### config.mk
export PLATFORM = sky130hd
export DESIGN_NAME = log_record_block_framer_core
export DESIGN_NICKNAME = d
export VERILOG_FILES = /design/src/rtl/core/lrbf_pkg.sv /design/src/rtl/core/lrbf_in_stage.sv /design/src/rtl/core/lrbf_framer.sv /design/src/rtl/core/lrbf_out_stage.sv /design/src/rtl/core/log_record_block_framer_core.sv
export SDC_FILE = /design/constraint.sdc
export NUM_CORES = 1
export LEC_CHECK = 0
export BUFFER_PORTS_ARGS = -buffer_cell sky130_fd_sc_hd__buf_2
export CORE_ASPECT_RATIO = 0.8
export CORE_MARGIN = 8
export CORE_UTILIZATION = 60
export CTS_BUF_LIST = sky130_fd_sc_hd__clkbuf_4 sky130_fd_sc_hd__clkbuf_8 sky130_fd_sc_hd__clkbuf_16
export CTS_CLUSTER_SIZE = 12
export DETAILED_ROUTE_END_ITERATION = 12
export PLACE_DENSITY_LB_ADDON = 0.3
export SLEW_MARGIN = 10
export SYNTH_ARGS = -nofsm -noshare
export SYNTH_HDL_FRONTEND = slang
export SYNTH_SLANG_ARGS = --single-unit
### constraint.sdc
create_clock -name clk -period 21.4 [get_ports clk]
set_input_delay 4.28 -clock clk [delete_from_list [all_inputs] [get_ports clk]]
set_output_delay 4.28 -clock clk [all_outputs]
set_load 0.03 [all_outputs]
### src/rtl/core/lrbf_pkg.sv
// Shared types, constants and CRC32C helpers for the log record block framer.
// No dependencies; every other file of the block imports this package.
`timescale 1ns / 1ps

package lrbf_pkg;

	// Log geometry (block size is a power of two)
	localparam int BLOCK_SIZE  = 32768;
	localparam int HEADER_SIZE = 7;

	// Field and state widths
	localparam int OFF_W  = $clog2(BLOCK_SIZE);
	localparam int POS_W  = 48;
	localparam int REC_W  = 32;
	localparam int BYTE_W = 8;
	localparam int PAD_W  = 3;
	localparam int TYPE_W = 3;
	localparam int FRAG_W = 15;
	localparam int CRC_W  = 32;

	// Offset arithmetic constants
	localparam logic [OFF_W:0]   BLOCK_LEN = (OFF_W + 1)'(BLOCK_SIZE);
	localparam logic [OFF_W:0]   HDR_LEN   = (OFF_W + 1)'(HEADER_SIZE);
	localparam logic [OFF_W-1:0] AVAIL_MAX = OFF_W'(BLOCK_SIZE - HEADER_SIZE);

	// CRC32C (reflected Castagnoli polynomial) and the log format mask
	localparam logic [CRC_W-1:0] CRC_POLY     = 32'h82f6_3b78;
	localparam logic [CRC_W-1:0] CRC_INIT     = 32'hffff_ffff;
	localparam logic [CRC_W-1:0] CRC_MASK_ADD = 32'ha282_ead8;

	// Command codes
	localparam logic CMD_START = 1'b0;
	localparam logic CMD_BYTE  = 1'b1;

	// Fragment types; NONE marks no fragment set up
	typedef enum logic [TYPE_W-1:0] {
		FRAG_NONE   = 3'd0,
		FRAG_FULL   = 3'd1,
		FRAG_FIRST  = 3'd2,
		FRAG_MIDDLE = 3'd3,
		FRAG_LAST   = 3'd4
	} frag_type_t;

	// One input item
	typedef struct packed {
		logic              cmd;
		logic [REC_W-1:0]  rec_len;
		logic [BYTE_W-1:0] data;
	} item_t;

	// One fragment descriptor
	typedef struct packed {
		logic [PAD_W-1:0]  pad;
		logic [POS_W-1:0]  hdr_off;
		frag_type_t        ftype;
		logic [FRAG_W-1:0] flen;
		logic [CRC_W-1:0]  crc;
		logic              done;
	} frag_res_t;

	// Fold one byte into a running CRC32C
	function automatic logic [CRC_W-1:0] crc32c_byte(input logic [CRC_W-1:0] crc,
			input logic [BYTE_W-1:0] b);
		logic [CRC_W-1:0] c;
		c = crc ^ {{(CRC_W - BYTE_W){1'b0}}, b};
		for (int i = 0; i < BYTE_W; i++) begin
			c = c[0] ? ((c >> 1) ^ CRC_POLY) : (c >> 1);
		end
		return c;
	endfunction

	// CRC state after the type byte of a fresh fragment
	function automatic logic [CRC_W-1:0] type_seed(input frag_type_t t);
		return crc32c_byte(CRC_INIT, BYTE_W'(t));
	endfunction

	// Finalise and mask: rotate right by 15, add the format constant
	function automatic logic [CRC_W-1:0] crc_mask(input logic [CRC_W-1:0] crc);
		logic [CRC_W-1:0] x;
		x = crc ^ CRC_INIT;
		return {x[14:0], x[31:15]} + CRC_MASK_ADD;
	endfunction

endpackage

### src/rtl/core/lrbf_in_stage.sv
// Input register of the framer: captures one item and holds it while the
// result side is blocked. Depends on lrbf_pkg.
`timescale 1ns / 1ps

module lrbf_in_stage (
	input  logic                          clk,
	input  logic                          arst_n,
	input  logic                          in_valid,
	output logic                          in_stall,
	input  logic                          cmd,
	input  logic [lrbf_pkg::REC_W-1:0]    record_length,
	input  logic [lrbf_pkg::BYTE_W-1:0]   data_byte,
	input  logic                          busy,
	output logic                          valid_s1,
	output lrbf_pkg::item_t               item_s1
);
	import lrbf_pkg::*;

	// Stall only when an item is held and cannot advance
	assign in_stall = valid_s1 && busy;

	// Track occupancy of the input register
	always_ff @(posedge clk or negedge arst_n) begin
		if (!arst_n) begin
			valid_s1 <= 1'b0;
		end else if (!in_stall) begin
			valid_s1 <= in_valid;
		end
	end

	// Load the payload on every accepted item
	always_ff @(posedge clk) begin
		if (in_valid && !in_stall) begin
			item_s1.cmd     <= cmd;
			item_s1.rec_len <= record_length;
			item_s1.data    <= data_byte;
		end
	end

endmodule

### src/rtl/core/lrbf_framer.sv
// Fragmentation state and per-item update: block offset, log position,
// record and fragment counters and running CRC32C. Depends on lrbf_pkg.
`timescale 1ns / 1ps

module lrbf_framer (
	input  logic                        clk,
	input  logic                        arst_n,
	input  logic                        cfg_write_enable,
	input  logic [lrbf_pkg::POS_W-1:0]  cfg_write_data,
	input  logic                        step,
	input  lrbf_pkg::item_t             item_s1,
	output logic                        emit,
	output lrbf_pkg::frag_res_t         res
);
	import lrbf_pkg::*;

	logic [OFF_W-1:0] off_q, off_d;
	logic [POS_W-1:0] pos_q, pos_d;
	logic [REC_W-1:0] rec_q, rec_d;
	logic [OFF_W-1:0] fl_q, fl_d;
	logic [OFF_W-1:0] len_q, len_d;
	frag_type_t       type_q, type_d;
	logic [CRC_W-1:0] crc_q, crc_d;
	logic [PAD_W-1:0] pad_q, pad_d;
	logic [POS_W-1:0] hdr_q, hdr_d;

	// Start command: place the first fragment
	logic [OFF_W:0]   leftover;
	logic             tail_pad;
	logic [PAD_W-1:0] st_pad;
	logic [OFF_W-1:0] st_base;
	logic [POS_W-1:0] st_hdr;
	logic [OFF_W-1:0] st_avail;
	logic             st_fits;
	logic [OFF_W-1:0] st_frag;
	frag_type_t       st_type;
	logic [OFF_W:0]   st_sum;
	logic [OFF_W-1:0] st_off;
	logic [POS_W-1:0] st_pos;

	assign leftover = BLOCK_LEN - {1'b0, off_q};
	assign tail_pad = leftover < HDR_LEN;
	assign st_pad   = tail_pad ? leftover[PAD_W-1:0] : '0;
	assign st_base  = tail_pad ? '0 : off_q;
	assign st_hdr   = pos_q + POS_W'(st_pad);
	assign st_avail = AVAIL_MAX - st_base;
	assign st_fits  = item_s1.rec_len <= REC_W'(st_avail);
	assign st_frag  = st_fits ? OFF_W'(item_s1.rec_len) : st_avail;
	assign st_type  = st_fits ? FRAG_FULL : FRAG_FIRST;
	assign st_sum   = {1'b0, st_base} + HDR_LEN;
	assign st_off   = (st_sum >= BLOCK_LEN) ? '0 : st_sum[OFF_W-1:0];
	assign st_pos   = st_hdr + POS_W'(HEADER_SIZE);

	// Payload byte: advance the CRC and counters, close the fragment
	logic [CRC_W-1:0] py_crc;
	logic [REC_W-1:0] py_rec;
	logic [OFF_W-1:0] py_base;
	logic [OFF_W:0]   py_sum;
	logic [OFF_W-1:0] py_off;
	logic [POS_W-1:0] py_pos;

	assign py_crc  = crc32c_byte(crc_q, item_s1.data);
	assign py_rec  = rec_q - REC_W'(1);
	assign py_base = (pad_q != '0) ? '0 : off_q;
	assign py_sum  = {1'b0, py_base} + HDR_LEN + {1'b0, len_q};
	assign py_off  = (py_sum >= BLOCK_LEN) ? '0 : py_sum[OFF_W-1:0];
	assign py_pos  = hdr_q + POS_W'(HEADER_SIZE) + POS_W'(len_q);

	// Follow-on fragment: always starts at the head of a fresh block
	logic [REC_W-1:0] nx_rec;
	logic             nx_fits;
	logic [OFF_W-1:0] nx_frag;
	frag_type_t       nx_type;

	assign nx_rec  = (item_s1.cmd == CMD_START) ? item_s1.rec_len : py_rec;
	assign nx_fits = nx_rec <= REC_W'(AVAIL_MAX);
	assign nx_frag = nx_fits ? OFF_W'(nx_rec) : AVAIL_MAX;
	assign nx_type = nx_fits ? FRAG_LAST : FRAG_MIDDLE;

	// Next state and descriptor
	always_comb begin
		off_d  = off_q;
		pos_d  = pos_q;
		rec_d  = rec_q;
		fl_d   = fl_q;
		len_d  = len_q;
		type_d = type_q;
		crc_d  = crc_q;
		pad_d  = pad_q;
		hdr_d  = hdr_q;
		emit   = 1'b0;
		res    = '0;
		if (cfg_write_enable) begin
			// reopen the log: new position, drop any record
			pos_d  = cfg_write_data;
			off_d  = cfg_write_data[OFF_W-1:0];
			rec_d  = '0;
			fl_d   = '0;
			len_d  = '0;
			type_d = FRAG_NONE;
			crc_d  = CRC_INIT;
			pad_d  = '0;
			hdr_d  = '0;
		end else if (step) begin
			if (item_s1.cmd == CMD_START) begin
				rec_d  = item_s1.rec_len;
				fl_d   = st_frag;
				len_d  = st_frag;
				type_d = st_type;
				crc_d  = type_seed(st_type);
				pad_d  = st_pad;
				hdr_d  = st_hdr;
				if (st_frag == '0) begin
					// empty record or header alone at the block tail
					emit        = 1'b1;
					res.pad     = st_pad;
					res.hdr_off = st_hdr;
					res.ftype   = st_type;
					res.flen    = '0;
					res.crc     = crc_mask(type_seed(st_type));
					res.done    = st_fits;
					pos_d       = st_pos;
					off_d       = st_off;
					if (st_fits) begin
						rec_d  = '0;
						fl_d   = '0;
						len_d  = '0;
						type_d = FRAG_NONE;
						crc_d  = CRC_INIT;
						pad_d  = '0;
						hdr_d  = '0;
					end else begin
						fl_d   = nx_frag;
						len_d  = nx_frag;
						type_d = nx_type;
						crc_d  = type_seed(nx_type);
						pad_d  = '0;
						hdr_d  = st_pos;
					end
				end
			end else if (rec_q != '0 && fl_q != '0) begin
				crc_d = py_crc;
				rec_d = py_rec;
				fl_d  = fl_q - OFF_W'(1);
				if (fl_q == OFF_W'(1)) begin
					emit        = 1'b1;
					res.pad     = pad_q;
					res.hdr_off = hdr_q;
					res.ftype   = type_q;
					res.flen    = FRAG_W'(len_q);
					res.crc     = crc_mask(py_crc);
					res.done    = (type_q == FRAG_FULL) || (type_q == FRAG_LAST);
					pos_d       = py_pos;
					off_d       = py_off;
					if (py_rec != '0) begin
						fl_d   = nx_frag;
						len_d  = nx_frag;
						type_d = nx_type;
						crc_d  = type_seed(nx_type);
						pad_d  = '0;
						hdr_d  = py_pos;
					end else begin
						fl_d   = '0;
						len_d  = '0;
						type_d = FRAG_NONE;
						crc_d  = CRC_INIT;
						pad_d  = '0;
						hdr_d  = '0;
					end
				end
			end
		end
	end

	// Hold the framing state
	always_ff @(posedge clk or negedge arst_n) begin
		if (!arst_n) begin
			off_q  <= '0;
			pos_q  <= '0;
			rec_q  <= '0;
			fl_q   <= '0;
			len_q  <= '0;
			type_q <= FRAG_NONE;
			crc_q  <= CRC_INIT;
			pad_q  <= '0;
			hdr_q  <= '0;
		end else begin
			off_q  <= off_d;
			pos_q  <= pos_d;
			rec_q  <= rec_d;
			fl_q   <= fl_d;
			len_q  <= len_d;
			type_q <= type_d;
			crc_q  <= crc_d;
			pad_q  <= pad_d;
			hdr_q  <= hdr_d;
		end
	end

endmodule

### src/rtl/core/lrbf_out_stage.sv
// Result register of the framer: holds one descriptor until the receiver
// takes it. Depends on lrbf_pkg.
`timescale 1ns / 1ps

module lrbf_out_stage (
	input  logic                         clk,
	input  logic                         arst_n,
	input  logic                         load,
	input  lrbf_pkg::frag_res_t          res,
	output logic                         busy,
	output logic                         out_valid,
	input  logic                         out_stall,
	output logic [lrbf_pkg::PAD_W-1:0]   pad_bytes,
	output logic [lrbf_pkg::POS_W-1:0]   header_offset,
	output logic [lrbf_pkg::TYPE_W-1:0]  fragment_type,
	output logic [lrbf_pkg::FRAG_W-1:0]  frag_length,
	output logic [lrbf_pkg::CRC_W-1:0]   masked_crc,
	output logic                         record_done
);
	import lrbf_pkg::*;

	frag_res_t res_q;

	// Blocked while a descriptor waits on a stalled receiver
	assign busy = out_valid && out_stall;

	// Track occupancy of the result register
	always_ff @(posedge clk or negedge arst_n) begin
		if (!arst_n) begin
			out_valid <= 1'b0;
		end else if (load) begin
			out_valid <= 1'b1;
		end else if (!out_stall) begin
			out_valid <= 1'b0;
		end
	end

	// Load a new descriptor
	always_ff @(posedge clk) begin
		if (load) begin
			res_q <= res;
		end
	end

	assign pad_bytes     = res_q.pad;
	assign header_offset = res_q.hdr_off;
	assign fragment_type = res_q.ftype;
	assign frag_length   = res_q.flen;
	assign masked_crc    = res_q.crc;
	assign record_done   = res_q.done;

endmodule

### src/rtl/core/log_record_block_framer_core.sv
// Top level of the log record block framer: input register, framing state
// and result register. Depends on lrbf_pkg, lrbf_in_stage, lrbf_framer and
// lrbf_out_stage.
//
// Usage:
//   Input channel (in_valid / in_stall): cmd 0 starts a record of
//   record_length payload bytes; cmd 1 carries one payload byte in
//   data_byte. Output channel (out_valid / out_stall): one fragment
//   descriptor per completed fragment - padding before the header, header
//   log offset, type, length, masked CRC32C and a record-complete flag.
//   A start with length zero, or one landing with exactly a header's room
//   left in the block, yields a descriptor at once.
//   Configuration: cfg_write_enable with cfg_write_data sets the existing
//   log length and drops any record in progress; write it only when idle.
// Timing:
//   One item per cycle sustained while no descriptor is stalled. The item that
//   closes a fragment passes the input register, then its descriptor is
//   loaded into the result register; the CRC byte update and the offset
//   adders lie combinationally between the two registers.
// Reset:
//   arst_n clears the log position to zero and drops any record.
// Stall:
//   While a descriptor waits on out_stall, the held input item waits too
//   and in_stall rises once the input register is occupied.
`timescale 1ns / 1ps

module log_record_block_framer_core (
	input  logic                         clk,
	input  logic                         arst_n,
	input  logic                         cfg_write_enable,
	input  logic [lrbf_pkg::POS_W-1:0]   cfg_write_data,
	input  logic                         in_valid,
	output logic                         in_stall,
	input  logic                         cmd,
	input  logic [lrbf_pkg::REC_W-1:0]   record_length,
	input  logic [lrbf_pkg::BYTE_W-1:0]  data_byte,
	output logic                         out_valid,
	input  logic                         out_stall,
	output logic [lrbf_pkg::PAD_W-1:0]   pad_bytes,
	output logic [lrbf_pkg::POS_W-1:0]   header_offset,
	output logic [lrbf_pkg::TYPE_W-1:0]  fragment_type,
	output logic [lrbf_pkg::FRAG_W-1:0]  frag_length,
	output logic [lrbf_pkg::CRC_W-1:0]   masked_crc,
	output logic                         record_done
);
	import lrbf_pkg::*;

	logic      busy;
	logic      valid_s1;
	item_t     item_s1;
	logic      step;
	logic      emit;
	frag_res_t res;

	// Advance the held item whenever the result side can take a descriptor
	assign step = valid_s1 && !busy;

	lrbf_in_stage u_in (
		.clk           (clk),
		.arst_n        (arst_n),
		.in_valid      (in_valid),
		.in_stall      (in_stall),
		.cmd           (cmd),
		.record_length (record_length),
		.data_byte     (data_byte),
		.busy          (busy),
		.valid_s1      (valid_s1),
		.item_s1       (item_s1)
	);

	lrbf_framer u_framer (
		.clk              (clk),
		.arst_n           (arst_n),
		.cfg_write_enable (cfg_write_enable),
		.cfg_write_data   (cfg_write_data),
		.step             (step),
		.item_s1          (item_s1),
		.emit             (emit),
		.res              (res)
	);

	lrbf_out_stage u_out (
		.clk           (clk),
		.arst_n        (arst_n),
		.load          (step && emit),
		.res           (res),
		.busy          (busy),
		.out_valid     (out_valid),
		.out_stall     (out_stall),
		.pad_bytes     (pad_bytes),
		.header_offset (header_offset),
		.fragment_type (fragment_type),
		.frag_length   (frag_length),
		.masked_crc    (masked_crc),
		.record_done   (record_done)
	);

endmodule

Word level (Yosys, flattened, before mapping)
Cells that the tools add are included.
{ "classes": {"n_addsub": 13, "n_lt_le_gt_ge": 5, "eq_ne": 6, "muxes": 107, "n_bitwise": 30, "n_reduce_logical": 20} }
{ "op_table": {"columns": ["operator", "count"], "rows": [
  ["two-way mux 32 bit", 39],
  ["two-way mux 48 bit", 14],
  ["two-way mux 102 bit", 4],
  ["NOT 16 -> 17 bit", 24],
  ["two-way mux 15 bit", 25],
  ["adder 48 x 3 -> 48 bit, second input constant", 2],
  ["adder 32 bit, second input constant", 2],
  ["NOT 3 -> 32 bit", 2],
  ["NOT 32 bit", 2],
  ["nonzero test 32 bit", 2],
  ["adder 48 x 15 -> 48 bit", 1],
  ["adder 48 x 3 -> 48 bit", 1],
  ["two-way mux 3 bit", 16],
  ["adder 15 x 3 -> 16 bit, second input constant", 2],
  [">= comparator 16 bit, second input constant", 2],
  ["less-or-equal comparator 32 x 15 -> 1 bit", 1],
  ["less-or-equal comparator 32 x 15 -> 1 bit, second input constant", 1],
  ["subtractor 32 x 1 -> 32 bit, second input constant", 1],
  ["bitwise XOR 32 x 8 -> 32 bit", 1],
  ["adder 16 x 15 -> 16 bit", 1],
  ["< comparator 16 x 3 -> 1 bit, second input constant", 1],
  ["subtractor 16 x 15 -> 16 bit, first input constant", 1],
  ["== test 15 x 1 -> 1 bit, second input constant", 1],
  ["logical NOT 15 bit", 1],
  ["other kinds (19)", 34]
]} }
{ "totals": {"reg_bits": 356, "inputBits": 94, "out_inout_bits": 104, "elab_cells": 201} }

Depth between registers and ports, before layout
{ "logic_depth": {"ltp_word": 27, "depth_mapped": 31, "mapped_depth_nobuf": 27} }

By module
Synthesis repeated with hierarchy kept, for this count alone.
{ "hier_totals": {"cells_unflattened": 3018, "area_unflattened_um2": 26355.3} }
{ "modules_own_cells": {"columns": ["module", "n_inst", "cells_each", "area_each_um2", "seq_area_each_um2"], "rows": [
  ["lrbf_framer", 1, 2866, 21957.3, 5320.1],
  ["lrbf_out_stage", 1, 105, 3101.7, 3088.0],
  ["lrbf_in_stage", 1, 45, 1281.2, 1256.2],
  ["log_record_block_framer_core", 1, 2, 15.0, 0.0]
]} }

Least setup slack after synthesis
Ideal clock, no wire load.
{ "synth_path": {"path_kind": "input-to-reg", "from": "in out_stall", "to": "reg u_out.res_q, in the netlist u_out.frag_length[0] (enable)", "setup_time_ns": 0.507, "t_arrival_ns": 8.381, "t_required_ns": 20.893, "setup_slack_ns": 12.512, "cell_stages": 8, "n_path_buf": 1, "path_cell_list": "nand2_1 > nand2_1 > nor3_1 > nand2_1 > nor2_1 > nor2_1 > inv_1 > clkbuf_1"} }
{ "synth_between": {"elab_chain_cells": 6} }
{ "synth_rtl": {"columns": ["element", "line_no", "text"], "rows": [
  ["start, declared", "log_record_block_framer_core.sv:38", "input logic out_stall,"],
  ["logical AND 1 bit (*)", "lrbf_out_stage.sv:25", "assign busy = out_valid && out_stall;"],
  ["logical NOT 1 bit (*)", "log_record_block_framer_core.sv:56", "assign step = valid_s1 && !busy;"],
  ["logical AND 1 bit (*)", "log_record_block_framer_core.sv:56", null],
  ["two-way mux 1 bit", "lrbf_framer.sv:104", "end else if (step) begin"],
  ["two-way mux 1 bit", "lrbf_framer.sv:93", "if (cfg_write_enable) begin"],
  ["logical AND 1 bit (*)", "log_record_block_framer_core.sv:85", ".load (step && emit),"],
  ["named net u_out.load", "lrbf_out_stage.sv:8", "input logic load,"],
  ["end signal, assigned", "lrbf_out_stage.sv:41", "res_q <= res;"],
  ["end, declared", "lrbf_out_stage.sv:22", "frag_res_t res_q;"]
]} }
The timed path passes the listed nets; every way through them passes the cells marked *.
A chain may end at the register's enable or synchronous reset.

Worst setup path in the final report
{ "layout_path": {"from": "reg u_framer.off_q[1]", "to": "reg u_out.res_q, in the netlist u_out.frag_length[0] (enable)"} }
{ "layout_between": {"elab_chain_cells": 12} }
{ "layout_rtl": {"columns": ["element", "line_no", "text"], "rows": [
  ["start, declared", "lrbf_framer.sv:17", "logic [OFF_W-1:0] off_q, off_d;"],
  ["start signal, assigned", "lrbf_framer.sv:178", "off_q <= '0;"],
  ["start signal, assigned", "lrbf_framer.sv:188", "off_q <= off_d;"],
  ["subtractor 16 x 15 -> 16 bit", "lrbf_framer.sv:41", "assign leftover = BLOCK_LEN - {1'b0, off_q};"],
  ["< comparator 16 x 3 -> 1 bit", "lrbf_framer.sv:42", "assign tail_pad = leftover < HDR_LEN;"],
  ["two-way mux 15 bit (*)", "lrbf_framer.sv:44", "assign st_base = tail_pad ? '0 : off_q;"],
  ["subtractor 15 bit (*)", "lrbf_framer.sv:46", "assign st_avail = AVAIL_MAX - st_base;"],
  ["less-or-equal comparator 32 x 15 -> 1 bit", "lrbf_framer.sv:47", "assign st_fits = item_s1.rec_len <= REC_W'(st_avail);"],
  ["two-way mux 15 bit (*)", "lrbf_framer.sv:48", "assign st_frag = st_fits ? OFF_W'(item_s1.rec_len) : st_avail;"],
  ["logical NOT 15 bit (*)", "lrbf_framer.sv:113", "if (st_frag == '0) begin"],
  ["two-way mux 1 bit (*)", "lrbf_framer.sv:113", null],
  ["two-way mux 1 bit (*)", "lrbf_framer.sv:105", "if (item_s1.cmd == CMD_START) begin"],
  ["two-way mux 1 bit (*)", "lrbf_framer.sv:104", null],
  ["two-way mux 1 bit (*)", "lrbf_framer.sv:93", null],
  ["logical AND 1 bit (*)", "log_record_block_framer_core.sv:85", null]
]} }
Every way passes the cells marked *; elsewhere a longest branch is shown, timed or not.

==> results.ini <==
[status]
status=finished, final reports clean

[synth]
ys_ff_latch=356
ys_warn_count=0
synth_top_cell_by_area=dfrtp_1
syn_inst=2876
synth.most_common_cell=nand2_1
ys_seq_area_share_pct=38.2
synth_edf_count=143
synthFlopType=dfrtp_1
synth_top_area_share_pct=17.9
avgSynthCellArea_sq_um=8.80
yosysUniqueCellTypes=106
syn-cell-area_sq_um=25300
async_flop_share_pct=59.8
synth_fp_nets=3065
synth_area_leaders=dfrtp_1, edfxtp_1, xnor2_1
synthTopCellsByCount=nand2_1, nor2_1, o21ai_0

[timing]
fmax_mhz=110
maxSlewHeadroom_pct=12.9
rsz0062_at_grt=false
worst_pin_slew_ns=1.30
period_needed_ns=9.06
finalHoldViolations=0
slew_viol_final=0
setup_viol=0
period_share_pct=42.3
tns_ns=0
final.setup_skew_ns=0.0248

[drt]
via_count=24600
drt-pass1-iter-count=8
drt-total-wl_mm=92.2
via_per_inst=6.89
ant_nets=0
avgRoutedWirePerCell_microns=25.8
drc=0
drt_first_iter_violations=3877

[die]
rows=67
die_area_sq_um=49000
fp.dieH_microns=200
initial_core_util_pct=60.6
die_x_microns=246
io_pins=198
fp.coreArea_sq_um=41700

[pwr]
power.density_nw_per_um2=110
cellLeakagePower_nw=11.7
peakVddDrop_mv=0.101

[critical_path]
cp_max_fo=69
arrival_ns=9.28
critical_path_class=reg2reg
critPathMaxStageDelay_ns=0.78
end_kind=flop
crit_slowest_cell=or4b_1
start_kind=flop
required_ns=21.62
critPathMostFrequentCell=buf_4

[final_layout]
syn2layout_area_growth_pct=10.5
diodes=0
nets=3174
fillerInstances=3403
final_cell_area_sq_um=28000
drive_gt1_share_pct=13.7

[clock_network]
clockBufferDepth=3
cts_resized=0
tritoncts=built
cts-buffers-inserted=40
cts_root_buffer=clkbuf_16
insertion_delay_ns=0.60
post_cts_buffers=0
cts_sinks=356
hold_buffers=0
h-tree-depth=2
path_clk_slew_ns=0.06

[placement]
placed_cell_area_sq_um=26600
gp_congestion=1.01
port_buffers=197
dp_hpwl_mm=65.1

[global_routing]
gr-usage-all-layers_pct=36.6
antenna_found_initial=1
grt_start_max_net_pins=88
grt_pass1_wl_mm=140
overflow=0
grt_pass1_vias=23400

[worst_hold_path]
hold_path_class=reg2reg

[flow_run]
maxCapViolations=0

==> power breakdown <==
group	switching (mW)	total, mW	internal [mW]
clock network	0.308	0.712	0.405
logic	0.883	1.46	0.578
registers	0.113	0.899	0.787
==> state kept, by name, summed over array words and instances (netlist names) <==
register,cells
u_out.frag_length,15
u_out.pad_bytes,3
u_out.fragment_type,3
u_out.header_offset,48
u_framer.pad_q,3
u_framer.pos_q,48
u_out.masked_crc,32
u_framer.type_q,3
u_out.out_valid,1
u_out.record_done,1
u_framer.fl_q,15
u_framer.len_q,15
u_in.valid_s1,1
u_framer.rec_q,32
u_framer.off_q,15
u_framer.crc_q,32
u_in.item_s1,41
u_framer.hdr_q,48
==> cells by family (layout without fill, tap and decap cells) <==
logic type | after synthesis | in the layout | share of synthesized area [%]
AND/OR/NAND/NOR | 1078 | 1078 | 20.9
XOR/XNOR | 299 | 299 | 11.1
buffers and inverters | 245 | 386 | 3.78
adder cells (fa/ha/maj) | 95 | 95 | 4.79
multiplexers | 30 | 30 | 1.25
flip-flops | 356 | 356 | 38.2
AO/OA/AOI/OAI | 773 | 773 | 19.9
==> final timing paths <==
path	depth (start not counted)	startpoint	slack, ns	to
worst max-delay path	28	u_framer.off_q[1]	12.34	u_out.frag_length[0]
min in group asynchronous	1	arst_n	3.74	u_framer.hdr_q[22]
worst min-delay path	2	u_framer.pos_q[0]	0.50	u_framer.pos_q[0]
worst min register to register	2	u_framer.pos_q[0]	0.50	u_framer.pos_q[0]
max in group asynchronous	3	arst_n	15.30	u_framer.rec_q[0]
worst max register to register	28	u_framer.off_q[1]	12.34	u_out.frag_length[0]
==> worst max-delay path: cells and delay by family (launching register included) <==
family | cells | cell delay, ns
flip-flops | 1 | 0.53
AO/OA/AOI/OAI | 5 | 0.95
adder cells (fa/ha/maj) | 3 | 0.98
buffers and inverters | 8 | 2.87
AND/OR/NAND/NOR | 11 | 2.86
XOR/XNOR | 1 | 0.40
==> through the flow <==
step                      total power, mW  utilization [%]  cells  hold WS, ns  setup slack, ns
after floorplan                      1.95                -   2876        0.456            12.51
after global placement               2.27             63.8   3495        0.470            12.38
after detailed placement             2.32             63.8   3495        0.479            12.39
after CTS                            3.03             67.0   3569        0.493            12.39
after global routing                 3.22             67.0   3569        0.527            11.82
final                                3.07             67.0   3569        0.496            12.34
==> layer usage <==
layer	up-vias	wire (microns)	track usage, %
met2	1857	38100	52.4
met5	-	32	0
met3	312	12900	11.1
li1	10700	-	-
met4	2	3640	12.9
met1	11700	37600	52.1
==> cell type report <==
type	count	area [sq um]	area share, %
multi-input combinational	2275	14700	52.6
sequential	356	9660	34.6
timing repair buffer	237	1290	4.63
clock buffer	59	1200	4.30
tap	552	691	2.47
inverter	75	284	1.02
clock inverter	15	116	0.416
==> layout by cell type, fill, tap and decap left out, drive strengths merged, types with 44 or more instances in the layout <==
master / synthesis / final
a21oi: 181 / 181
and2: 44 / 44
buf: 40 / 236
clkbuf: 130 / 60
dfrtp: 181 / 181
edfxtp: 143 / 143
ha: 92 / 92
inv: 74 / 76
nand2: 321 / 321
nand3: 89 / 89
nor2: 277 / 277
nor3: 91 / 91
o21ai: 228 / 228
xnor2: 192 / 192
xor2: 96 / 96
(Power assumes the default switching activity.)
